**src/rtl/srmf_pkg.sv**
```systemverilog
`timescale 1ns / 1ps
`default_nettype none

package srmf_pkg;

  localparam int PIX_W          = 24;
  localparam int CH_W           = 8;
  localparam int NUM_CH         = 3;
  localparam int WIN_N          = 9;
  localparam int MEDIAN_RANK    = 4;
  localparam int WIDTH_W        = 11;
  localparam int HEIGHT_W       = 13;
  localparam int CFG_W          = 13;
  localparam int MAX_WIDTH_DEF  = 1024;
  localparam int FIFO_DEPTH     = 8;

  localparam logic [PIX_W-1:0]    WHITE_PIXEL  = 24'hFF_FFFF;
  localparam logic [WIDTH_W-1:0]  WIDTH_RESET  = 11'd640;
  localparam logic [HEIGHT_W-1:0] HEIGHT_RESET = 13'd480;

  typedef enum logic [0:0] {
    CFG_WIDTH  = 1'b0,
    CFG_HEIGHT = 1'b1
  } cfg_reg_e;

  typedef enum logic [0:0] {
    OP_PIXEL = 1'b0,
    OP_FLUSH = 1'b1
  } op_e;

  typedef struct packed {
    logic [PIX_W-1:0] pixel;
    logic             frame_end;
  } out_word_t;

endpackage

`default_nettype wire

```
**src/rtl/srmf_lane.sv**
```systemverilog
`timescale 1ns / 1ps
`default_nettype none

module srmf_lane import srmf_pkg::*; (
  input  wire logic            clk_i,
  input  wire logic [CH_W-1:0] val_i [WIN_N],
  output logic      [CH_W-1:0] median_o
);

  logic [CH_W-1:0]  val_q [WIN_N];
  logic [WIN_N-1:0] lt_q  [WIN_N];
  logic [WIN_N-1:0] lt_d  [WIN_N];

  // lt[i][j] is set when value i is below value j.
  always_comb begin
    for (int i = 0; i < WIN_N; i++) begin
      for (int j = 0; j < WIN_N; j++) begin
        lt_d[i][j] = val_i[i] < val_i[j];
      end
    end
  end

  always_ff @(posedge clk_i) begin
    val_q <= val_i;
    lt_q  <= lt_d;
  end

  // A value is the median when at most four others lie below it and at
  // least five values, itself included, lie at or below it.
  always_comb begin
    logic [3:0] n_lt;
    logic [3:0] n_le;
    median_o = val_q[0];
    for (int i = WIN_N - 1; i >= 0; i--) begin
      n_lt = '0;
      n_le = '0;
      for (int j = 0; j < WIN_N; j++) begin
        n_lt = n_lt + 4'(lt_q[j][i]);
        n_le = n_le + 4'(!lt_q[i][j]);
      end
      if (n_lt <= 4'(MEDIAN_RANK) && n_le >= 4'(MEDIAN_RANK + 1)) begin
        median_o = val_q[i];
      end
    end
  end

endmodule

`default_nettype wire

```
**config.mk**
```make
export PLATFORM = sky130hd
export DESIGN_NAME = srmf_lane
export DESIGN_NICKNAME = d
export VERILOG_FILES = /design/src/rtl/srmf_pkg.sv /design/src/rtl/srmf_lane.sv
export SDC_FILE = /design/constraint.sdc
export NUM_CORES = 1
export LEC_CHECK = 0
export ABC_CLOCK_PERIOD_IN_PS = 5550
export BUFFER_PORTS_ARGS = -buffer_cell sky130_fd_sc_hd__buf_2
export CAP_MARGIN = 20
export CORE_MARGIN = 8
export CORE_UTILIZATION = 25
export DETAILED_ROUTE_END_ITERATION = 6
export PLACE_DENSITY_LB_ADDON = 0.3
export SYNTH_ARGS = -nofsm -noshare
export SYNTH_HDL_FRONTEND = slang
export SYNTH_SLANG_ARGS = --single-unit
export TNS_END_PERCENT = 5
```
**constraint.sdc**
```tcl
create_clock -name clk_i -period 5.55 [get_ports clk_i]
set_input_delay 0.2775 -clock clk_i [delete_from_list [all_inputs] [get_ports clk_i]]
set_output_delay 0.2775 -clock clk_i [all_outputs]
set_load 0.05 [all_outputs]
```
==> results.py <==
metrics = {
    "run_status": {
        "outcome": "finished clean",
    },
    "synthesis": {
        "synth-main-ff-cell": "sky130_fd_sc_hd__dfxtp_1",
        "synthArstFlopShare_pct": 0,
        "syn-cell-area_mm2": 0.0135,
        "synth_cell_type_count": 47,
        "syn-mean-instance-area_um2": 9.59,
        "mappedNetlistNets": 1899,
        "yosysWarnings": 0,
        "synth_edf_count": 0,
        "ys_seq_area_share_pct": 21.4,
        "cells_after_synth": 1404,
        "synth_seq_cells": 144,
    },
    "die": {
        "initial_core_util_pct": 25.1,
        "chipHeight_um": 248,
        "design.core.area_mm2": 0.0536,
        "die-area_mm2": 0.0616,
        "chipWidth_um": 248,
        "placement_rows": 85,
        "io_pins": 81,
    },
    "clock_tree": {
        "numClockSinks": 144,
        "holdBufCountCts": 18,
        "cts.root.buffer_cell": "sky130_fd_sc_hd__clkbuf_16",
        "ctsHtreeMaxLevel": 4,
        "clk_pin_slew_ns": 0.06,
        "post_cts_resize_count": 0,
        "cts_tree": "built",
        "numCtsBuffers": 17,
        "cts.repair_timing.setup_buffer_count": 0,
        "max-clock-path-buffers": 2,
    },
    "sta": {
        "final_report_setup_violation_count": 0,
        "grt_setup_unrepaired": "no",
        "max_clock_freq_ghz": 0.191,
        "tightest_slew_ns": 0.849,
        "final_min_period_over_clock_period_pct": 94.1,
        "fin_tns_setup_ns": 0,
        "timing.final.crit_period_ns": 5.22,
        "slew_violations": 0,
        "timing.max_slew.rel_slack_pct": 43.0,
        "hold_viol_final": 0,
    },
    "setup_path": {
        "crit_arrival_ns": 4.94,
        "crit_required_ns": 5.27,
        "timing.critical_path.fanout_max": 9,
        "cp_capture_type": "primary output",
        "crit_type": "reg -> out",
        "worstSetupStartpointType": "flop",
    },
    "routing": {
        "via_count": 10600,
        "route.met2.wl_um": 22700,
        "wl_met1_um": 20400,
        "detail_route.vias_per_cell": 4.77,
        "met3RoutedLength_um": 1630,
        "routed_wirelength_um": 46000,
        "avgRoutedWirePerCell_um": 20.6,
        "drtIter0Drc": 567,
        "top_layer_used": "met4",
        "drt_first_pass_iters": 5,
        "final_antenna_net_count": 0,
        "route.detailed.drc": 0,
    },
    "layout": {
        "num-nets-final": 2016,
        "layout.cells.most_common": "sky130_fd_sc_hd__ha_1",
        "fill_cells": 5699,
        "layout-drive-gt1-share_pct": 9.39,
        "area_growth_syn_to_layout_pct": 15.3,
        "most-common-layout-cells": "350 x sky130_fd_sc_hd__ha_1, 226 x sky130_fd_sc_hd__inv_1, 144 x sky130_fd_sc_hd__dfxtp_1",
    },
    "pwr": {
        "total_power_uw": 7090,
        "worst_ir_drop_vdd_v": 0.000489,
        "cellPowerDensity_mw_per_mm2": 457,
        "p_leak_uw": 0.00798,
    },
    "placement": {
        "finalWeightedCongestion": 0.877,
        "port-buffer-count": 80,
        "dp_hpwl_um": 39100,
    },
    "min_path": {
        "worstHoldPathType": "in -> reg",
    },
    "global_routing": {
        "maximum_number_of_pins_on_one_net_before_global_route_repair": 17,
        "grt_pass1_wl_um": 68900,
        "first_global_vias": 11100,
        "grt_overflow": 0,
        "gr-usage-all-layers_pct": 15.1,
        "antenna_violations_before_repair": 1,
    },
    "flow_run": {
        "timing.max_cap.violations": 0,
    },
}
[state kept, by name, summed over array words and instances (netlist names)]
name   flops
lt_q      72
val_q     72
[final timing paths]
path | from | to | slack, ns | depth (start not counted)
max | lt_q[45] | median_o[0] | 0.33 | 15
min | val_i[51] | val_q[51] | 0.02 | 1
[per-stage QoR]
step	instances	util [%]	cell area [um2]	setup slack (ns)	hold slack, ns
5_1_grt	2230	29.0	15500	0.122	0.00473
3_5_place_dp	2180	27.5	14700	0.773	0.402
3_3_place_gp	2180	27.5	14700	0.819	0.396
6_report	2231	29.0	15500	0.328	0.0210
2_1_floorplan	1404	-	13500	1.10	0.305
4_1_cts	2230	29.0	15500	0.296	0.00264
[cells in the mapped netlist (all sizes together), types with 2 or more instances]
| library cell | number | area (um2) |
|---|---|---|
| o211ai | 8 | 60.1 |
| nand4 | 72 | 450 |
| o21a | 37 | 278 |
| a221oi | 11 | 120 |
| xor2 | 5 | 51.3 |
| xnor2 | 10 | 87.6 |
| fa | 72 | 1440 |
| ha | 350 | 4380 |
| a22oi | 2 | 20.0 |
| dfxtp | 144 | 2880 |
| nand3 | 9 | 50.1 |
| mux2 | 8 | 90.1 |
| a2111oi | 8 | 70.1 |
| nand2b | 41 | 257 |
| mux2i | 16 | 160 |
| inv | 227 | 852 |
| a21o | 85 | 638 |
| nor2 | 84 | 318 |
| nor2b | 46 | 288 |
| a21oi | 83 | 419 |
| buf | 4 | 28.8 |
| a211o | 2 | 17.5 |
| o221ai | 10 | 138 |
| a221o | 3 | 31.3 |
| nand2 | 14 | 52.6 |
| clkbuf | 2 | 10.0 |
| o22ai | 3 | 18.8 |
| o21ai | 42 | 210 |
[layout make-up]
cell class / instances / area, um2 / area share (%)
clock buffers: 17 / 425 / 2.74
repair buffers: 104 / 626 / 4.03
multi-input cells: 1027 / 9700 / 62.4
flip-flops and latches: 144 / 2880 / 18.6
clock inverters: 15 / 175 / 1.13
well taps: 696 / 871 / 5.61
inverters: 227 / 852 / 5.49
diodes: 1 / 2.50 / 0.0161
[power by group]
| part | leakage (uW) | switching [uW] | internal [uW] |
|---|---|---|---|
| Sequential | 0.00121 | 60.3 | 1130 |
| Combinational | 0.00647 | 3020 | 1690 |
| Clock | 0.000291 | 513 | 678 |
| Total | 0.00798 | 3590 | 3500 |
[per-layer routing]
layer	vias up	track usage, %
met1	5206	18.7
met5	-	0
met4	0	5.12
met3	56	1.94
met2	215	26.8
li1	5154	-
[kinds of logic after synthesis]
logic type | after synthesis | synth area share (%)
AOI/OAI and AO/OA | 298 | 15.3
xor gates and xnor gates | 15 | 1.03
muxes | 24 | 1.86
adders and majority gates | 422 | 43.2
buffers and inverters | 233 | 6.61
DFF | 144 | 21.4
and+or+nand+nor | 268 | 10.6
[worst max-delay path: stages (launching register included)]
cell	delay, ns
sky130_fd_sc_hd__dfxtp_1	0.39
sky130_fd_sc_hd__inv_1	0.06
sky130_fd_sc_hd__ha_1	0.31
sky130_fd_sc_hd__fa_1	0.51
sky130_fd_sc_hd__inv_1	0.06
sky130_fd_sc_hd__fa_1	0.53
sky130_fd_sc_hd__fa_1	0.20
sky130_fd_sc_hd__inv_1	0.06
sky130_fd_sc_hd__fa_1	0.47
sky130_fd_sc_hd__nand2b_1	0.08
sky130_fd_sc_hd__a221o_1	0.33
sky130_fd_sc_hd__o2111a_1	0.27
sky130_fd_sc_hd__nor2_2	0.44
sky130_fd_sc_hd__o211ai_1	0.21
sky130_fd_sc_hd__o221ai_2	0.27
sky130_fd_sc_hd__buf_2	0.32
Power figures use the tool's default switching activity.
