<file path="src/rtl/srmf_pkg.sv">
`timescale 1ns / 1ps
`default_nettype none

package srmf_pkg;

  localparam int PIX_W          = 24;
  localparam int CH_W           = 8;
  localparam int NUM_CH         = 3;
  localparam int WIN_N          = 9;
  localparam int MEDIAN_RANK    = 4;
  localparam int WIDTH_W        = 11;
  localparam int HEIGHT_W       = 13;
  localparam int CFG_W          = 13;
  localparam int MAX_WIDTH_DEF  = 1024;
  localparam int FIFO_DEPTH     = 8;

  localparam logic [PIX_W-1:0]    WHITE_PIXEL  = 24'hFF_FFFF;
  localparam logic [WIDTH_W-1:0]  WIDTH_RESET  = 11'd640;
  localparam logic [HEIGHT_W-1:0] HEIGHT_RESET = 13'd480;

  typedef enum logic [0:0] {
    CFG_WIDTH  = 1'b0,
    CFG_HEIGHT = 1'b1
  } cfg_reg_e;

  typedef enum logic [0:0] {
    OP_PIXEL = 1'b0,
    OP_FLUSH = 1'b1
  } op_e;

  typedef struct packed {
    logic [PIX_W-1:0] pixel;
    logic             frame_end;
  } out_word_t;

endpackage

`default_nettype wire

</file>
<file path="src/rtl/srmf_fifo.sv">
`timescale 1ns / 1ps
`default_nettype none

module srmf_fifo import srmf_pkg::*; (
  input  wire logic      clk_i,
  input  wire logic      rst_ni,
  input  wire logic      wr_en_i,
  input  wire out_word_t wr_data_i,
  output logic           rd_valid_o,
  input  wire logic      rd_ready_i,
  output out_word_t      rd_data_o
);

  localparam int PW = $clog2(FIFO_DEPTH);
  localparam int NW = $clog2(FIFO_DEPTH + 1);

  out_word_t         mem_q [FIFO_DEPTH];
  logic [PW-1:0]     wr_ptr_q, rd_ptr_q;
  logic [NW-1:0]     cnt_q;
  logic              pop;

  assign rd_valid_o = cnt_q != '0;
  assign rd_data_o  = mem_q[rd_ptr_q];
  assign pop        = rd_valid_o && rd_ready_i;

  always_ff @(posedge clk_i) begin
    if (wr_en_i) begin
      mem_q[wr_ptr_q] <= wr_data_i;
    end
  end

  always_ff @(posedge clk_i or negedge rst_ni) begin
    if (!rst_ni) begin
      wr_ptr_q <= '0;
      rd_ptr_q <= '0;
      cnt_q    <= '0;
    end else begin
      if (wr_en_i) begin
        wr_ptr_q <= (wr_ptr_q == PW'(FIFO_DEPTH - 1)) ? '0 : wr_ptr_q + 1'b1;
      end
      if (pop) begin
        rd_ptr_q <= (rd_ptr_q == PW'(FIFO_DEPTH - 1)) ? '0 : rd_ptr_q + 1'b1;
      end
      cnt_q <= cnt_q + NW'(wr_en_i) - NW'(pop);
    end
  end

endmodule

`default_nettype wire

</file>
<file path="config.mk">
export PLATFORM = sky130hd
export DESIGN_NAME = srmf_fifo
export DESIGN_NICKNAME = d
export VERILOG_FILES = /design/src/rtl/srmf_pkg.sv /design/src/rtl/srmf_fifo.sv
export SDC_FILE = /design/constraint.sdc
export NUM_CORES = 1
export LEC_CHECK = 0
export BUFFER_PORTS_ARGS = -buffer_cell sky130_fd_sc_hd__buf_2
export CELL_PAD_IN_SITES_DETAIL_PLACEMENT = 1
export CELL_PAD_IN_SITES_GLOBAL_PLACEMENT = 1
export CORE_ASPECT_RATIO = 2
export CORE_MARGIN = 3
export CORE_UTILIZATION = 53
export DETAILED_ROUTE_END_ITERATION = 7
export PLACE_DENSITY = 0.81
export RECOVER_POWER = 50
export SYNTH_ARGS = -nofsm -noshare
export SYNTH_HDL_FRONTEND = slang
export SYNTH_SLANG_ARGS = --single-unit
</file>
<file path="constraint.sdc">
create_clock -name clk_i -period 3.25 [get_ports clk_i]
set_input_delay 0.325 -clock clk_i [delete_from_list [all_inputs] [get_ports clk_i]]
set_output_delay 0.325 -clock clk_i [all_outputs]
set_load 0.05 [all_outputs]
</file>
==> results of run 1 <==
==> worst min-delay path by stage <==
stage / cells after the start / startpoint / to / slack, ns
floorplan: 0 / rst_ni / cnt_q[0] / 0.03
global placement: 1 / rst_ni / cnt_q[0] / 0.20
detailed placement: 1 / rst_ni / cnt_q[0] / 0.21
CTS: 1 / wr_data_i[2] / mem_q[6][2] / 0.09
global route: 2 / wr_en_i / wr_ptr_q[1] / 0.15
finish: 2 / wr_en_i / wr_ptr_q[1] / 0.14
==> flip-flops by register name (all words and copies together) (netlist names) <==
signal,cells
wr_ptr_q,3
cnt_q,4
mem_q,200
rd_ptr_q,3
==> area by class of cell <==
| cell class | count | area share |
|---|---|---|
| flip-flops and latches | 210 | 0.664 |
| multi-input cells | 114 | 0.202 |
| well taps | 198 | 0.0263 |
| repair buffers | 70 | 0.0388 |
| inverters | 8 | 0.00319 |
| clock inverters | 12 | 0.0147 |
| clock buffers | 20 | 0.0509 |
==> synth_stat cells <==
library cell and n:
o21ai_0 1, nor2_1 8, nand2b_1 2, buf_1 1, dfrtp_1 10, nor3_1 2, a21o_1 1, inv_1 8
fa_1 1, ha_1 9, or3b_2 1, nand3b_1 1, nor2b_1 1, mux4_2 8, mux4_1 42, nand2_1 4
a21oi_1 1, clkbuf_1 8, edfxtp_1 200, mux2_2 30, xor2_1 2, buf_6 6
==> critical path: stages (launching register included) <==
cell and delay [ns]:
dfrtp_2 0.83, buf_12 0.27, mux4_1 0.59, mux2_2 0.31, buf_2 0.22
==> kinds of logic after synthesis <==
kind of cell	count (synthesis)
flops	210
fa+ha+maj	10
buf+inv	23
xor+xnor	2
simple gates	19
mux	80
compound gates	3
==> stage by stage <==
stage,total power [W],instances
6_report,0.00911,632
5_1_grt,0.00956,632
2_1_floorplan,0.00618,347
3_5_place_dp,0.00703,599
3_3_place_gp,0.00686,599
4_1_cts,0.00926,632
==> layer usage <==
metal	global-route usage	vias up	wire [um]	share of wire
met4	0.0602	0	329	0.021
met2	0.346	81	8580	0.55
met5	0	-	0	0
met1	0.246	1983	6070	0.39
li1	-	1627	-	-
met3	0.0281	23	564	0.036
==> power groups by stage <==
stage	clock network [W]	logic [W]	registers, W
after global placement	0	0.00311	0.00375
after CTS	0.00227	0.00325	0.00374
after detailed placement	0	0.00323	0.00379
after floorplan	0	0.00263	0.00355
final	0.00221	0.00318	0.00372
after global routing	0.00238	0.00341	0.00377
==> repair_timing <==
item,CTS,global route
gates resized for setup,0,0
hold endpoints to repair,10,0
hold buffers,1,0
==> out/results.ini, run 1 <==
[final_layout]
final.fill_count = 1295
drive_above_1_share = 0.267
nets = 461
area_growth_pct = 13.9
utilization = 0.616
final_cell_mix = edfxtp_1, mux4_1, mux2_2, clkbuf_1, buf_2
multiInputGateArea_um2 = 1900
final_common_cell = edfxtp_1
finalInstanceArea_um2 = 9420
seqCellArea_um2 = 6260
diodes = 0

[critical_path]
critPathCapture = rd_data_o[13]
r2r-start = cnt_q[2]
critPathKind = reg -> out
endpoint_kind = output pin
cp.arrival_ns = 2.70
startpoint = rd_ptr_q[0]
cp-start-kind = flip-flop
r2r_end = cnt_q[2]
ff2ff_path_depth = 10
cp_max_fo = 24
cp.required_ns = 2.92
reg2reg_slack_ns = 0.77

[route]
wl_um = 15500
final_antenna_net_count = 0
drt_pass1_iterations = 4
wl_per_cell_um = 24.6
via_per_inst = 5.88
drc = 0
drtIter0Drc = 269
num_vias = 3714

[yosys]
synth_top_family_by_area = multiplexers
syn_nets = 386
ys_seq_area_frac = 0.757
synth_xor_area_frac = 0.00212
yosysTopAreaCell = edfxtp_1
synthTopCellsByArea = edfxtp_1, mux4_1, mux2_2
muxShareOfSynthArea = 0.196
yosys.area_share.simple = 0.0109
avgSynthCellArea_um2 = 23.8
syn_area_um2 = 8270
yosysWarnings = 0
synth_fa_ha_area_frac = 0.0160
ys_ff_latch = 210
synth_cell_types = 22
synth_top_area_frac = 0.727
synthCells = 347
synth_compound_area_frac = 0.00212

[clock_network]
cts_made_buffers = 18
post-cts-setup-buffer-count = 0
cts_tree = yes
clkLatencyLatePin_ns = 0.48
clockBufferDepth = 3
cts_root_buf = clkbuf_16
clock_sinks = 210
h-tree-depth = 1
cts.clk_slew.worst_paths_ns = 0.07

[power_and_ir_drop]
p_comb_frac = 0.349
pwr-share-clk = 0.243
peakVddDrop_uv = 571
p_seq_frac = 0.408
power.leakage_nw = 3.22
power.switching_w = 0.00316
intPower_w = 0.00595
swShare = 0.347
power.density_nw_per_um2 = 967

[timing]
worst_pin_slew_ns = 1.26
whs_ns = 0.139
slew_headroom = 0.161
rsz0062_at_grt = no
finalSetupViolations = 0
maxSlewViolCount = 0
post-route-period-util = 0.931
fmax_mhz = 330
fin_skew_ns = 0.0138
worst_slack_ns = 0.223
finalHoldViolCount = 0
fin_crit_ns = 3.03
tns_ns = 0

[placed_design]
gp_congestion = 0.721
place_worst_setup_slack_ns = 0.656
port_buffers = 54
post-dp-hpwl_um = 9390
placed_area_um2 = 8840

[global_route]
overflow = 0
grt_pass1_wl_um = 24400
grt_pass1_vias = 4110
grt_start_max_net_pins = 40
antenna_found_initial = 0
track_usage = 0.195

[run]
maxCapViolCount = 0

[hold_path]
hold_class = in -> reg

[floorplan]
die_h_um = 183
start_util = 0.540
die_area_um2 = 17200
rows = 64
die_w_um = 94.3
coreArea_um2 = 15300
io_pins = 55

[outcome]
status = completed

Note: power is estimated with default switching activity, not from simulation.
==> run 2: changes to the inputs <==
CTS_BUF_LIST = sky130_fd_sc_hd__clkbuf_16   (was default)
TNS_END_PERCENT = 20   (was default)
==> run 2 against run 1 <==
  * Sequential power hardly changed
  * Sequential share of layout area did not move
  * Clock-buffer cell count fell by 1
  * Critical path depth stayed put
  * Via count stayed put
  * Design area unchanged
  * Register-to-register slack hardly changed
  * Sequential cell count did not move
  * Highest routed layer unchanged
  * Maximum frequency is the same
  * Total power is essentially flat
==> out/results.ini, run 2 (synthesis gave the netlist of run 1 again) <==
[placed_design]
placedCellCount = 599
place_worst_setup_slack_ns = 0.656
post-dp-hpwl_um = 9390
gp_congestion = 0.721
port_buffers = 54

[power_and_ir_drop]
peakVddDrop_uv = 571
swShare = 0.347
power.switching_w = 0.00316
power.density_nw_per_um2 = 967
pwr-share-clk = 0.243
p_total_w = 0.00911
intPower_w = 0.00594
p_seq_frac = 0.408
power.leakage_nw = 3.23
p_comb_frac = 0.349

[run]
maxCapViolCount = 0

[floorplan]
die_h_um = 183
coreArea_um2 = 15300
start_util = 0.540
die_area_um2 = 17200
die_w_um = 94.3
rows = 64
io_pins = 55

[final_layout]
largest_reg_flops = 200
final.fill_count = 1295
top_register = mem_q
top_regs = mem_q x200, cnt_q x4
area_growth_pct = 13.9
seqCellArea_um2 = 6260
drive_above_1_share = 0.267
layout.cells.non_filler = 632
diodes = 0
final_common_cell = edfxtp_1
multiInputGateArea_um2 = 1900
final_cell_mix = edfxtp_1, mux4_1, mux2_2, buf_2, clkbuf_1
nets = 461

[critical_path]
cp.required_ns = 2.92
startpoint = rd_ptr_q[0]
r2r_end = cnt_q[2]
endpoint_kind = output pin
cp_max_fo = 24
critPathKind = reg -> out
cp-start-kind = flip-flop
r2r-start = cnt_q[2]
cp.arrival_ns = 2.70
reg2reg_slack_ns = 0.77
ff2ff_path_depth = 10

[clock_network]
cts.clk_slew.worst_paths_ns = 0.07
cts_made_buffers = 18
clock_sinks = 210
cts_tree = yes
cts_resized = 0
h-tree-depth = 1
cts_hold_buf = 1
clkLatencyLatePin_ns = 0.48
post-cts-setup-buffer-count = 0
clockBufferDepth = 3
cts_root_buf = clkbuf_16

[timing]
maxSlewViolCount = 0
worst_slack_ns = 0.223
finalHoldViolCount = 0
slew_headroom = 0.161
post-route-period-util = 0.931
fin_skew_ns = 0.0138
fin_crit_ns = 3.03
tns_ns = 0
worst_pin_slew_ns = 1.26
fmax_mhz = 330
finalSetupViolations = 0
rsz0062_at_grt = no

[global_route]
grt_start_max_net_pins = 40
grt_pass1_vias = 4110
overflow = 0
track_usage = 0.195
grt_pass1_wl_um = 24400
antenna_found_initial = 0

[hold_path]
hold_class = in -> reg
hold_end = wr_ptr_q[1]
min_from = wr_en_i
whs_path_depth = 2

[route]
drt_pass1_iterations = 4
wl_um = 15500
final_antenna_net_count = 0
drc = 0
wl_per_cell_um = 24.6
num_vias = 3714
drtIter0Drc = 269
via_per_inst = 5.88

[outcome]
status = completed

==> run 2: how the worst max path moves through the flow <==
stage	to	slack, ns	cells after the start
floorplan	mem_q[0][0]	0.50	2
global placement	rd_data_o[14]	0.72	4
detailed placement	rd_data_o[13]	0.66	4
CTS	rd_data_o[13]	0.14	4
global route	rd_data_o[13]	0.07	4
finish	rd_data_o[13]	0.22	4
==> run 2: through the flow <==
step | hold slack (ns) | util | instance area (um2)
3_3_place_gp | 0.204 | 0.578 | 8840
4_1_cts | 0.0874 | 0.619 | 9460
6_report | 0.139 | 0.616 | 9420
3_5_place_dp | 0.208 | 0.578 | 8840
5_1_grt | 0.154 | 0.616 | 9420
2_1_floorplan | 0.0294 | - | 8270
==> run 2: critical path, stage by stage, from the launching register on <==
cell,delay (ns)
dfrtp_2,0.83
buf_12,0.27
mux4_1,0.59
mux2_2,0.31
buf_2,0.22
==> run 2: power groups by stage <==
stage                     Clock [W]  Sequential, W  Combinational (W)
after global routing        0.00238        0.00377            0.00341
after floorplan                   0        0.00355            0.00263
after detailed placement          0        0.00379            0.00323
final                       0.00221        0.00372            0.00318
after CTS                   0.00227        0.00374            0.00325
after global placement            0        0.00375            0.00311
==> run 2: final cells by class <==
cell class	instances	area share
inverter	8	0.00319
tap	198	0.0263
sequential	210	0.664
clock inverter	13	0.0151
multi-input combinational	114	0.202
timing repair buffer	70	0.0388
clock buffer	19	0.0505
==> run 2: per-layer routing <==
metal	global-route usage	share of wire	up-vias
met5	0	0	-
met4	0.0602	0.021	0
met3	0.0281	0.036	23
met2	0.346	0.55	81
met1	0.246	0.39	1983
li1	-	-	1627
==> run 3: changes to the inputs <==
==> constraint.sdc (replaced) <==
create_clock -name clk_i -period 3.25 [get_ports clk_i]
set_input_delay 0.1625 -clock clk_i [delete_from_list [all_inputs] [get_ports clk_i]]
set_output_delay 0.1625 -clock clk_i [all_outputs]
set_load 0.05 [all_outputs]
==> run 3 against run 2 <==
  * Sequential share of layout area fell by 0.88 points
  * Utilization is 0.83 points higher
  * Design area is 1.3% higher
  * Critical path type unchanged
  * Critical endpoint is now rd_data_o[5]
  * Largest cell class unchanged
==> out/results.ini, run 3 (synthesis gave the netlist of run 1 again) <==
[outcome]
status = completed

[timing]
rsz0062_at_grt = no
slew_headroom = 0.153
fin_crit_ns = 2.71
fin_skew_ns = 0.00789
fmax_mhz = 369
tns_ns = 0
maxSlewViolCount = 0
worst_pin_slew_ns = 1.27
finalHoldViolCount = 0
finalSetupViolations = 0
post-route-period-util = 0.833

[final_layout]
area_growth_pct = 15.5
largest_reg_flops = 200
top_regs = mem_q x200, cnt_q x4
drive_above_1_share = 0.247
nets = 484
final_common_cell = edfxtp_1
finalInstanceArea_um2 = 9550
top_register = mem_q
diodes = 0
final_cell_mix = edfxtp_1, mux4_1, mux2_2, buf_2, clkbuf_1

[run]
maxCapViolCount = 0

[critical_path]
cp.depth = 4
critPathKind = reg -> out
r2r_end = cnt_q[2]
slowest_stage = dfrtp_2
path_cells = buf_4 -> mux4_1 -> mux2_2 -> buf_2
critPathCapture = rd_data_o[5]
cp.required_ns = 3.09
cp_max_fo = 40
critPathBufInv = 2
reg2reg_slack_ns = 0.82
max_stage_delay_ns = 0.95
ff2ff_path_depth = 10
endpoint_kind = output pin
cp-start-kind = flip-flop
r2r-start = cnt_q[2]
critPathTopFamily = flip-flops
startpoint = rd_ptr_q[2]
cp.arrival_ns = 2.54

[clock_network]
cts.clk_slew.worst_paths_ns = 0.07
cts_resized = 0
cts_hold_buf = 27
cts_made_buffers = 17
h-tree-depth = 1
clkLatencyLatePin_ns = 0.47
post-cts-setup-buffer-count = 0
clockBufferDepth = 3
clock_sinks = 210
cts_root_buf = clkbuf_16
cts_tree = yes

[route]
drtIter0Drc = 328
drt_pass1_iterations = 4
drc = 0
num_vias = 3749
final_antenna_net_count = 0
wl_um = 15700
via_per_inst = 5.75
wl_per_cell_um = 24.0

[global_route]
grt_pass1_vias = 4177
track_usage = 0.196
overflow = 0
antenna_found_initial = 0
grt_start_max_net_pins = 51
grt_pass1_wl_um = 24600

[floorplan]
die_area_um2 = 17200
die_w_um = 94.3
die_h_um = 183
start_util = 0.540
coreArea_um2 = 15300
io_pins = 55
rows = 64

[placed_design]
port_buffers = 54
placed_area_um2 = 8830
post-dp-hpwl_um = 9320
gp_congestion = 0.692

[power_and_ir_drop]
peakVddDrop_uv = 762
power.leakage_nw = 3.27
power.density_nw_per_um2 = 914

[hold_path]
hold_class = in -> reg

-- run 3: changes by cell type in the layout (fill, tap and decap cells not counted), sizes merged, moves of 2 or more --
cell         delta
bufinv          -3
dlygate4sd3    +26
clkbuf          -2
buf             -2
-- run 3: metal layers --
metal | vias to the layer above | global-route usage | share of wire
met4 | 0 | 0.0584 | 0.022
met2 | 86 | 0.348 | 0.57
met1 | 1956 | 0.251 | 0.38
met5 | - | 0 | 0
met3 | 28 | 0.0231 | 0.033
li1 | 1679 | - | -
-- run 3: final cells by class --
cell class | count | area [um2]
clock buffers | 17 | 425
flip-flops and latches | 210 | 6260
inverters | 8 | 30.0
fillers | 1268 | 5750
well taps | 198 | 248
repair buffers | 94 | 623
clock inverters | 11 | 58.8
multi-input cells | 114 | 1900
-- run 3: worst min-delay path by stage --
stage                     startpoint     endpoint  cells past startpoint
after CTS                     rst_ni     cnt_q[2]                      2
after floorplan               rst_ni     cnt_q[0]                      0
final                     rd_ready_i  rd_ptr_q[2]                      3
after global placement        rst_ni     cnt_q[0]                      1
after detailed placement      rst_ni     cnt_q[0]                      1
after global routing      rd_ready_i  rd_ptr_q[2]                      3
-- run 3: where the power goes --
group / internal, W / leakage, nW / total (W) / switching (W)
clock network: 0.000958 / 0.238 / 0.00182 / 0.000864
logic: 0.00124 / 1.10 / 0.00324 / 0.00200
registers: 0.00341 / 1.93 / 0.00367 / 0.000258
total: 0.00561 / 3.27 / 0.00873 / 0.00312
-- run 3: worst register-to-register path: cells and delay by family, from the launching register on --
family                     cells  cell delay [ns]
DFF                            1             0.36
and+or+nand+nor                2             0.63
xor gates and xnor gates       1             0.17
adders and majority gates      4             0.98
buffers and inverters          3             0.18
-- run 3: per-stage QoR --
stage | utilization | hold WS (ns) | setup WS, ns | total power (W) | instances
after CTS | 0.627 | 0.0667 | 0.464 | 0.00885 | 652
after global placement | 0.578 | 0.0278 | 0.898 | 0.00684 | 597
after floorplan | - | -0.133 | 0.500 | 0.00618 | 347
after global routing | 0.624 | 0.177 | 0.414 | 0.00918 | 652
after detailed placement | 0.578 | 0.0362 | 0.815 | 0.00701 | 597
final | 0.624 | 0.147 | 0.543 | 0.00873 | 652
